File: config.mk
export PLATFORM = sky130hd
export DESIGN_NAME = sorted_key_table
export DESIGN_NICKNAME = d
export VERILOG_FILES = /design/src/skt_pkg.sv /design/src/skt_ram.sv /design/src/sorted_key_table.sv
export SDC_FILE = /design/constraint.sdc
export NUM_CORES = 2
export LEC_CHECK = 0
export BUFFER_PORTS_ARGS = -buffer_cell sky130_fd_sc_hd__buf_2
export CORE_MARGIN = 4
export CORE_UTILIZATION = 44
export CTS_BUF_LIST = sky130_fd_sc_hd__clkbuf_8 sky130_fd_sc_hd__clkbuf_16
export DETAILED_ROUTE_END_ITERATION = 8
export PLACE_DENSITY_LB_ADDON = 0.15
export SETUP_SLACK_MARGIN = 0.02
export SLEW_MARGIN = 20
export SYNTH_ARGS = -nofsm -noshare
export SYNTH_HDL_FRONTEND = slang
export SYNTH_HIERARCHICAL = 1
export SYNTH_SLANG_ARGS = --single-unit
File: constraint.sdc
create_clock -name clk -period 8.85 [get_ports clk]
set_input_delay 1.77 -clock clk [delete_from_list [all_inputs] [get_ports clk]]
set_output_delay 1.77 -clock clk [all_outputs]
set_load 0.01 [all_outputs]
File: src/skt_pkg.sv
// Package for the sorted key table: operation and status codes, fixed field widths.
`default_nettype none
package skt_pkg;
	localparam int KEY_W       = 32;
	localparam int OUT_HDL_W   = 16;
	localparam int OUT_COUNT_W = 7;

	localparam logic [1:0] FUNC_INSERT = 2'd0;
	localparam logic [1:0] FUNC_LOOKUP = 2'd1;
	localparam logic [1:0] FUNC_REMOVE = 2'd2;
	localparam logic [1:0] FUNC_CLEAR  = 2'd3;

	localparam logic [1:0] STATUS_OK        = 2'd0;
	localparam logic [1:0] STATUS_NOT_FOUND = 2'd1;
	localparam logic [1:0] STATUS_FULL      = 2'd2;

	typedef struct packed {
		logic [1:0] func;
		logic       shifting;
	} skt_op_t;
endpackage
`default_nettype wire

File: src/skt_ram.sv
// Entry store: one write port, one read port with registered read data.
`default_nettype none
module skt_ram #(
	parameter int DEPTH  = 64,
	parameter int AW     = 6,
	parameter int WORD_W = 48
) (
	input  wire logic              clk,
	input  wire logic              wen,
	input  wire logic [AW-1:0]     waddr,
	input  wire logic [WORD_W-1:0] wdata,
	input  wire logic [AW-1:0]     raddr,
	output logic      [WORD_W-1:0] rdata
);
	logic [WORD_W-1:0] mem [DEPTH];

	always_ff @(posedge clk) begin
		if (wen) begin
			mem[waddr] <= wdata;
		end
	end

	always_ff @(posedge clk) begin
		rdata <= mem[raddr];
	end
endmodule
`default_nettype wire

File: src/sorted_key_table.sv
// Sorted key table: ascending-key entry store with insert, lookup, remove and clear.
// Clear, insert into a full table and lookup/remove on an empty table strobe done in the
// cycle after start; other operations walk the entry memory one entry per cycle
// (insert walks down from the tail, remove scans then shifts).
// Throughput: one operation at a time; the next start is taken during the done cycle.
// Reset clears the entry count, so the table is empty; the receiver cannot stall results.
`default_nettype none
module sorted_key_table #(
	parameter int DEPTH       = 64,
	parameter int HANDLE_BITS = 16
) (
	input  wire logic        clk,
	input  wire logic        arst_n,
	input  wire logic        start,
	output logic             busy,
	input  wire logic [1:0]  func,
	input  wire logic signed [skt_pkg::KEY_W-1:0] key,
	input  wire logic [skt_pkg::OUT_HDL_W-1:0]    item_handle,
	output logic             done,
	output logic             found,
	output logic [skt_pkg::OUT_HDL_W-1:0]   found_handle,
	output logic [1:0]       status,
	output logic             is_empty,
	output logic [skt_pkg::OUT_COUNT_W-1:0] entry_count
);
	import skt_pkg::*;

	localparam int AW     = (DEPTH > 1) ? $clog2(DEPTH) : 1;
	localparam int CW     = $clog2(DEPTH + 1);
	localparam int HW     = (HANDLE_BITS < OUT_HDL_W) ? HANDLE_BITS : OUT_HDL_W;
	localparam int WORD_W = KEY_W + HW;

	localparam logic [2:0] S_IDLE  = 3'd0;
	localparam logic [2:0] S_SCAN  = 3'd1;
	localparam logic [2:0] S_SHIFT = 3'd2;
	localparam logic [2:0] S_INS   = 3'd3;
	localparam logic [2:0] S_WRNEW = 3'd4;

	logic [2:0]              state_q;
	logic [CW-1:0]           count_q;
	logic [AW-1:0]           idx_q;
	skt_op_t                 op_q;
	logic signed [KEY_W-1:0] key_q;
	logic [HW-1:0]           hdl_q;
	logic                    done_q;
	logic                    found_q;
	logic [OUT_HDL_W-1:0]    fh_q;
	logic [1:0]              status_q;

	logic                    wen;
	logic [AW-1:0]           waddr;
	logic [WORD_W-1:0]       wdata;
	logic [AW-1:0]           raddr;
	logic [WORD_W-1:0]       rdata;
	logic signed [KEY_W-1:0] rkey;
	logic [HW-1:0]           rhdl;
	logic                    at_tail;
	logic                    move_up;
	logic                    key_hit;

	skt_ram #(
		.DEPTH  (DEPTH),
		.AW     (AW),
		.WORD_W (WORD_W)
	) u_ram (
		.clk   (clk),
		.wen   (wen),
		.waddr (waddr),
		.wdata (wdata),
		.raddr (raddr),
		.rdata (rdata)
	);

	assign rkey    = signed'(rdata[HW +: KEY_W]);
	assign rhdl    = rdata[HW-1:0];
	assign at_tail = (CW'({1'b0, idx_q}) + CW'(1)) == count_q;
	assign key_hit = (rkey == key_q);
	assign move_up = (idx_q != '0) ? (rkey >= key_q) : (key_q < rkey);

	always_comb begin
		wen   = 1'b0;
		waddr = idx_q;
		wdata = {key_q, hdl_q};
		raddr = idx_q + AW'(1);
		case (state_q)
			S_IDLE: begin
				raddr = (func == FUNC_INSERT) ? AW'(count_q - CW'(1)) : '0;
			end
			S_INS: begin
				raddr = idx_q - AW'(1);
				wen   = 1'b1;
				waddr = idx_q + AW'(1);
				wdata = move_up ? rdata : {key_q, hdl_q};
			end
			S_SHIFT: begin
				wen   = 1'b1;
				waddr = idx_q - AW'(1);
				wdata = rdata;
			end
			S_WRNEW: begin
				wen   = 1'b1;
				waddr = '0;
			end
			default: begin
				wen = 1'b0;
			end
		endcase
	end

	always_ff @(posedge clk) begin
		if (start && !busy) begin
			key_q     <= key;
			hdl_q     <= item_handle[HW-1:0];
		end
		case (state_q)
			S_IDLE: begin
				found_q  <= 1'b0;
				fh_q     <= '0;
				status_q <= STATUS_OK;
				if (func == FUNC_INSERT && count_q == CW'(DEPTH)) begin
					status_q <= STATUS_FULL;
				end else if ((func == FUNC_LOOKUP || func == FUNC_REMOVE) && count_q == '0) begin
					status_q <= STATUS_NOT_FOUND;
				end
			end
			S_SCAN: begin
				if (key_hit) begin
					found_q <= 1'b1;
					fh_q    <= OUT_HDL_W'(rhdl);
				end else if (at_tail) begin
					status_q <= STATUS_NOT_FOUND;
				end
			end
			default: begin
				status_q <= status_q;
			end
		endcase
	end

	always_ff @(posedge clk or negedge arst_n) begin
		if (!arst_n) begin
			state_q <= S_IDLE;
			count_q <= '0;
			idx_q   <= '0;
			done_q  <= 1'b0;
			op_q    <= '0;
		end else begin
			done_q <= 1'b0;
			case (state_q)
				S_IDLE: begin
					op_q.shifting <= 1'b0;
					if (start) begin
						op_q.func <= func;
						case (func)
							FUNC_CLEAR: begin
								count_q <= '0;
								done_q  <= 1'b1;
							end
							FUNC_INSERT: begin
								if (count_q == CW'(DEPTH)) begin
									done_q <= 1'b1;
								end else if (count_q == '0) begin
									state_q <= S_WRNEW;
								end else begin
									idx_q   <= AW'(count_q - CW'(1));
									state_q <= S_INS;
								end
							end
							default: begin
								if (count_q == '0) begin
									done_q <= 1'b1;
								end else begin
									idx_q   <= '0;
									state_q <= S_SCAN;
								end
							end
						endcase
					end
				end
				S_INS: begin
					if (!move_up) begin
						count_q <= count_q + CW'(1);
						done_q  <= 1'b1;
						state_q <= S_IDLE;
					end else if (idx_q == '0) begin
						state_q <= S_WRNEW;
					end else begin
						idx_q <= idx_q - AW'(1);
					end
				end
				S_WRNEW: begin
					count_q <= count_q + CW'(1);
					done_q  <= 1'b1;
					state_q <= S_IDLE;
				end
				S_SCAN: begin
					if (key_hit && (op_q.func == FUNC_LOOKUP)) begin
						done_q  <= 1'b1;
						state_q <= S_IDLE;
					end else if (key_hit && at_tail) begin
						count_q <= count_q - CW'(1);
						done_q  <= 1'b1;
						state_q <= S_IDLE;
					end else if (key_hit) begin
						op_q.shifting <= 1'b1;
						idx_q         <= idx_q + AW'(1);
						state_q       <= S_SHIFT;
					end else if (at_tail) begin
						done_q  <= 1'b1;
						state_q <= S_IDLE;
					end else begin
						idx_q <= idx_q + AW'(1);
					end
				end
				S_SHIFT: begin
					if (at_tail) begin
						count_q <= count_q - CW'(1);
						done_q  <= 1'b1;
						state_q <= S_IDLE;
					end else begin
						idx_q <= idx_q + AW'(1);
					end
				end
				default: begin
					state_q <= S_IDLE;
				end
			endcase
		end
	end

	assign busy         = (state_q != S_IDLE);
	assign done         = done_q;
	assign found        = found_q;
	assign found_handle = fh_q;
	assign status       = status_q;
	assign is_empty     = (count_q == '0);
	assign entry_count  = OUT_COUNT_W'(count_q);

`ifndef SYNTHESIS
	a_count_max: assert property (@(posedge clk) disable iff (!arst_n)
		count_q <= CW'(DEPTH))
		else $error("entry count above depth");

	a_wr_range: assert property (@(posedge clk) disable iff (!arst_n)
		wen |-> ({1'b0, waddr} < (AW + 1)'(DEPTH)))
		else $error("entry write outside table");

	a_full_count: assert property (@(posedge clk) disable iff (!arst_n)
		(done_q && status_q == STATUS_FULL) |-> (count_q == CW'(DEPTH)))
		else $error("full status with room left");

	a_found_ok: assert property (@(posedge clk) disable iff (!arst_n)
		(done_q && found_q) |-> (status_q == STATUS_OK))
		else $error("found with error status");

	a_shift_remove: assert property (@(posedge clk) disable iff (!arst_n)
		(state_q == S_SHIFT) |-> (op_q.shifting && op_q.func == FUNC_REMOVE))
		else $error("shift outside remove");
`endif
endmodule
`default_nettype wire

* Yosys cells after proc, flatten, opt, wreduce, memory -nomap -nowiden
Memory sizes are Yosys's and may differ from the RTL's. A register that Yosys moved wholly into a read port is not among the register bits.
Cells that the tools add are included.
** Operators by class
- Order comparisons :: 2
- Reductions and logical operators :: 23
- Mux-type cells :: 59
- $add $sub $neg :: 5
- Equal/unequal tests :: 28
** Operators by type and width (count)
- $pmux W48 S2 :: 1
- $mux W6 :: 11
- $mux W48 :: 1
- $mux W7 :: 6
- $pmux W7 S5 :: 1
- $eq A32 B32 Y1 :: 1
- $ge A32 B32 Y1 :: 1
- $lt A32 B32 Y1 :: 1
- $pmux W16 S2 :: 1
- $mux W3 :: 10
- $ne A2 B2 Y1 const B :: 13
- $pmux W6 S2 :: 2
- $pmux W6 S4 :: 1
- $pmux W6 S3 :: 1
- $mux W16 :: 1
- $mux W1 :: 14
- $pmux W3 S4 :: 1
- $ne A3 B3 Y1 const B :: 3
- $reduce_and A9 Y1 :: 1
- $add A6 B1 Y7 const B :: 1
- $add A7 B1 Y7 const B :: 1
- $eq A7 B7 Y1 :: 1
- $eq A7 B7 Y1 const B :: 1
- $logic_not A7 Y1 :: 1
- 30 further kinds :: 41
** Word-level totals
- Logic and storage cells :: 128
- Input port bits :: 53
- Memory bits (writable) :: 3072
- Output and inout bits :: 29
- Memories :: 1
- Bits in registers :: 86
** Memory list
- u_ram.mem :: words 64, width 48, rd ports 1, clocked after Yosys merged registers in 1, write ports 1, RTL line skt_ram.sv:15 : logic [WORD_W-1:0] mem [DEPTH];

* Longest topological paths before layout
- Word-level depth :: 7
- Gate-level depth with buffers :: 17
- Mapped depth without buffers :: 11

* Modules after synthesis
The synthesis kept the hierarchy.
** Modules (own cells, without submodules)
- skt_ram :: instances 1, area an instance 117113.6 µm², seq. area each 93209.4 µm², cells each 4970
- sorted_key_table :: instances 1, area an instance 5858.1 µm², seq. area each 2487.4 µm², cells each 571

* Least setup slack after synthesis
OpenSTA, ideal clock, no wires.
- Kind :: flip-flop to flip-flop
- Start :: register idx_q[1]
- End :: memory u_ram.mem[49][0] (enable)
- Period minus slack after synthesis :: 5795 ps
- Setup slack :: 3055 ps
- Buffers on the path :: 2
- Data arrival time :: 5283 ps
- Stages on the path, launching flop included :: 10
- Required time :: 8337 ps
- Path through :: dfrtp_1 > ha_1 > clkbuf_1 > nand3_1 > mux2i_1 > a21oi_1 > a311oi_1 > clkbuf_1 > nand4_1 > nor3_1
** Between the ends
- Longest elaborated chain between the ends :: 2
- Elaborated cells on any way between the ends :: 3
- Those cells by class :: add/sub (2); mux (1)
** RTL lines
- start: declaration :: RTL line sorted_key_table.sv:41 : logic [AW-1:0] idx_q;
- start signal: assignment :: RTL line sorted_key_table.sv:165 : idx_q <= AW'(count_q - CW'(1));
- start signal: assignment :: RTL line sorted_key_table.sv:188 : idx_q <= idx_q - AW'(1);
- start signal: assignment :: RTL line sorted_key_table.sv:206 : idx_q <= idx_q + AW'(1);
- $sub A6 B1 Y6 / $add A6 B1 Y6 (equally long branches) :: RTL line sorted_key_table.sv:97, sorted_key_table.sv:92
- $pmux W6 S3 * :: RTL line sorted_key_table.sv:85 : case (state_q)
- named net waddr[4] :: RTL line sorted_key_table.sv:51 : logic [AW-1:0] waddr;
- end: declaration :: RTL line skt_ram.sv:15
The timed path passes the listed nets; every way through them passes the cells marked *.

* Final worst setup path
- Start :: register state_q[1]
- End :: register u_ram.rdata[21] (read register of u_ram.mem)
** Between the ends
- Longest elaborated chain between the ends :: 2
- Elaborated cells on any way between the ends :: 3
- Those cells by class :: eq/ne (1); mux (1); reduce/logical (1)
** RTL lines
- start: declaration :: RTL line sorted_key_table.sv:39 : logic [2:0] state_q;
- start signal: assignment :: RTL line sorted_key_table.sv:142 : state_q <= S_IDLE;
- start signal: assignment :: RTL line sorted_key_table.sv:163 : state_q <= S_WRNEW;
- start signal: assignment :: RTL line sorted_key_table.sv:166 : state_q <= S_INS;
- $eq A3 B2 Y1 / $logic_not A3 Y1 (equally long branches) :: RTL line sorted_key_table.sv:85
- $pmux W6 S2 * :: RTL line sorted_key_table.sv:85
- named net raddr[2] :: RTL line sorted_key_table.sv:53 : logic [AW-1:0] raddr;
- end: declaration :: RTL line skt_ram.sv:13 : output logic [WORD_W-1:0] rdata
Marked as above.
A chain may end at the register's enable or synchronous reset.

==> flow_summary.yaml <==
detailed_routing:
  dr.pass1.iters: 6
  drt-total-wl_um: 348300
  met1_length_um: 142300
  highest_layer: "met5"
  ant_nets: 0
  drc: 0
  first_iter_violations: 7584
  wl_met3_um: 24750
  viasPerCell: 6.191
  routed-via-count: 60680
  wl_met2_um: 168000
  wl_per_cell_um: 35.54
yosys:
  ys_warn_count: 6
  synth.avg_cell_area_sq_um: 22.19
  ys_seq_elements: 3206
  synth_ff_type: "edfxtp_1"
  postSynthCellCount: 5541
  synth-async-reset-ratio: 0.005926
  yosysSeqAreaShare: 0.7782
  synth_nets: 5633
  synth_cell_type_count: 78
  synth_edf_count: 3139
  synth_area_sq_um: 123000
critical_path:
  path_class: "flip-flop to flip-flop"
  crit_fanout: 47
  end_kind: "flip-flop"
  cp_data_required_time_ns: 9.62
  worstPathArrival_ns: 6.76
  cp-start-kind: "flip-flop"
run:
  cap_viol_max_count: 0
global_routing:
  grt_pass1_wl_um: 487200
  grt_pass1_vias: 61240
  grt_usage: 0.2403
  antenna_found_initial: 10
  overflow: 0
  grt_max_degree: 95
die:
  ios: 82
  coreArea_sq_um: 277200
  die_h_um: 536.7
  initial_core_util: 0.4436
  die_w_um: 536.7
  rows: 193
  die-area_sq_um: 288000
layout:
  final_common_cell: "edfxtp_1"
  drive_above_1_share: 0.2711
  syn2layout_area_growth_pct: 13.27
  layout.nets: 5931
  final_cell_mix: "3139 x edfxtp_1, 754 x mux4_2, 339 x clkbuf_16, 177 x buf_4"
cts:
  clk_pin_slew_ns: 0.06
  htreeDepth: 5
  cts_hold_buf: 0
  postCtsSetupBuffers: 0
  tritoncts: "built"
  cts.sinks: 3206
  cts_root_buf: "clkbuf_16"
  cts_resized: 0
  cts_buffers: 332
  clock_latency_ns: 0.89
  clockBufferDepth: 4
sta:
  setup_viol: 0
  finalSetupTns_ns: 0
  finalMaxSlewViolations: 0
  slew_headroom: 0.2120
  tightestPinTransition_ns: 1.174
  clock_skew_ns: 0.04777
  finalCritPeriodShare: 0.6767
  fmax_mhz: 167.0
  hold_viol_final: 0
  period_minus_slack_ns: 5.988
  rsz0062_at_grt: "no"
  fin_ws_ns: 2.862
placement:
  gp_congestion: 0.8615
  dpl_worst_slack_ns: 2.476
  io_buffers: 81
  hpwl_um: 194200
power:
  leakagePower_uw: 0.04348
  ir_drop_v: 0.0006304
  power_density_nw_per_um2: 376.6
worst_hold_path:
  hold_path.class: "flip-flop to flip-flop"
status:
  status: "finished clean"
==> cell usage after synthesis, types with 37 or more instances <==
cell type | count | area (sq um)
a211oi_1 | 37 | 277.8
a21oi_1 | 104 | 520.5
a221oi_1 | 86 | 753.2
a22o_1 | 58 | 508.0
a22oi_1 | 72 | 540.5
buf_2 | 96 | 480.5
buf_4 | 64 | 480.5
clkbuf_1 | 114 | 427.9
dfxtp_1 | 48 | 960.9
edfxtp_1 | 3139 | 94260
ha_1 | 39 | 488.0
inv_1 | 51 | 191.4
mux2_2 | 40 | 450.4
mux2i_1 | 67 | 670.6
mux4_2 | 754 | 16980
nand2_1 | 96 | 360.4
nor2_1 | 167 | 626.9
o22ai_1 | 127 | 794.5
==> worst max-delay path, stage by stage (launching register included) <==
cell and delay, ns:
dfrtp_1 0.85, nor2b_1 0.63, and2_0 0.81, a221o_1 0.28
o21ai_0 0.14, o21ai_4 0.38, buf_12 0.38, buf_4 0.52
mux4_2 0.32, o22ai_1 0.08, a211oi_1 0.92, a21oi_1 0.32
nor2_1 0.17
==> layer usage <==
layer	up-vias	global-route usage
li1	24260	-
met1	33260	0.3406
met3	579	0.03537
met2	2578	0.3871
met5	-	0
met4	6	0.07820
==> state kept, by name, indices dropped and copies added (netlist names), 2 cells and up <==
signal,flops
status,2
idx_q,6
entry_count,7
found_handle,16
u_ram/rdata,48
state_q,3
u_ram/mem,3072
key_q,32
op_q,2
hdl_q,16
==> through the flow <==
stage / hold slack, ns / instances / utilization / area (sq um) / power, uW
after floorplan: 0.4422 / 5541 / - / 123000 / 32410
after global placement: 0.4701 / 9208 / 0.4641 / 128700 / 39250
after detailed placement: 0.4663 / 9209 / 0.4642 / 128700 / 39360
after CTS: 0.4800 / 9797 / 0.5020 / 139200 / 52890
after global routing: 0.5127 / 9799 / 0.5024 / 139300 / 54540
final: 0.4741 / 9801 / 0.5025 / 139300 / 52460
==> path summary, 6_finish.rpt <==
| check | start | endpoint | slack [ns] | cells after the start |
|---|---|---|---|---|
| worst max-delay path | state_q[1]$_DFFE_PN0P_ | u_ram/rdata[21]$_DFF_P_ | 2.86 | 12 |
| worst min-delay path | op_q[1]$_DFFE_PN0P_ | op_q[1]$_DFFE_PN0P_ | 0.47 | 2 |
| worst max register to register | state_q[1]$_DFFE_PN0P_ | u_ram/rdata[21]$_DFF_P_ | 2.86 | 12 |
| worst min register to register | op_q[1]$_DFFE_PN0P_ | op_q[1]$_DFFE_PN0P_ | 0.47 | 2 |
| max in group asynchronous | arst_n | idx_q[4]$_DFFE_PN0P_ | 7.66 | 1 |
| min in group asynchronous | arst_n | done$_DFF_PN0_ | 0.86 | 1 |
==> final cells by class <==
cell class / instances / area [sq um]
sequential: 3206 / 95700
inverter: 51 / 191.4
clock inverter: 231 / 1747
multi-input combinational: 1971 / 26170
antenna: 3 / 7.507
clock buffer: 357 / 8731
tap: 3705 / 4636
fill: 22180 / 137900
timing repair buffer: 277 / 2115
==> kinds of logic (layout without fill, tap and decap cells) <==
| kind of cell | after synthesis | after routing | synth area share |
|---|---|---|---|
| other | 0 | 3 | 0 |
| AOI/OAI and AO/OA | 624 | 624 | 0.03676 |
| adders and majority gates | 39 | 39 | 0.003968 |
| muxes | 881 | 881 | 0.1490 |
| and+or+nand+nor | 410 | 410 | 0.01558 |
| DFF | 3206 | 3206 | 0.7782 |
| xor gates and xnor gates | 17 | 17 | 0.001435 |
| buffers and inverters | 364 | 916 | 0.01502 |
==> report_power, final <==
group / internal [uW] / switching (uW) / total, uW / leakage, uW
Sequential: 18900 / 463 / 19300 / 0.0289
Combinational: 7510 / 12100 / 19600 / 0.00917
Clock: 7840 / 5700 / 13500 / 0.00542
Total: 34200 / 18200 / 52500 / 0.0435
No activity file was read; power rests on OpenSTA's default activity.
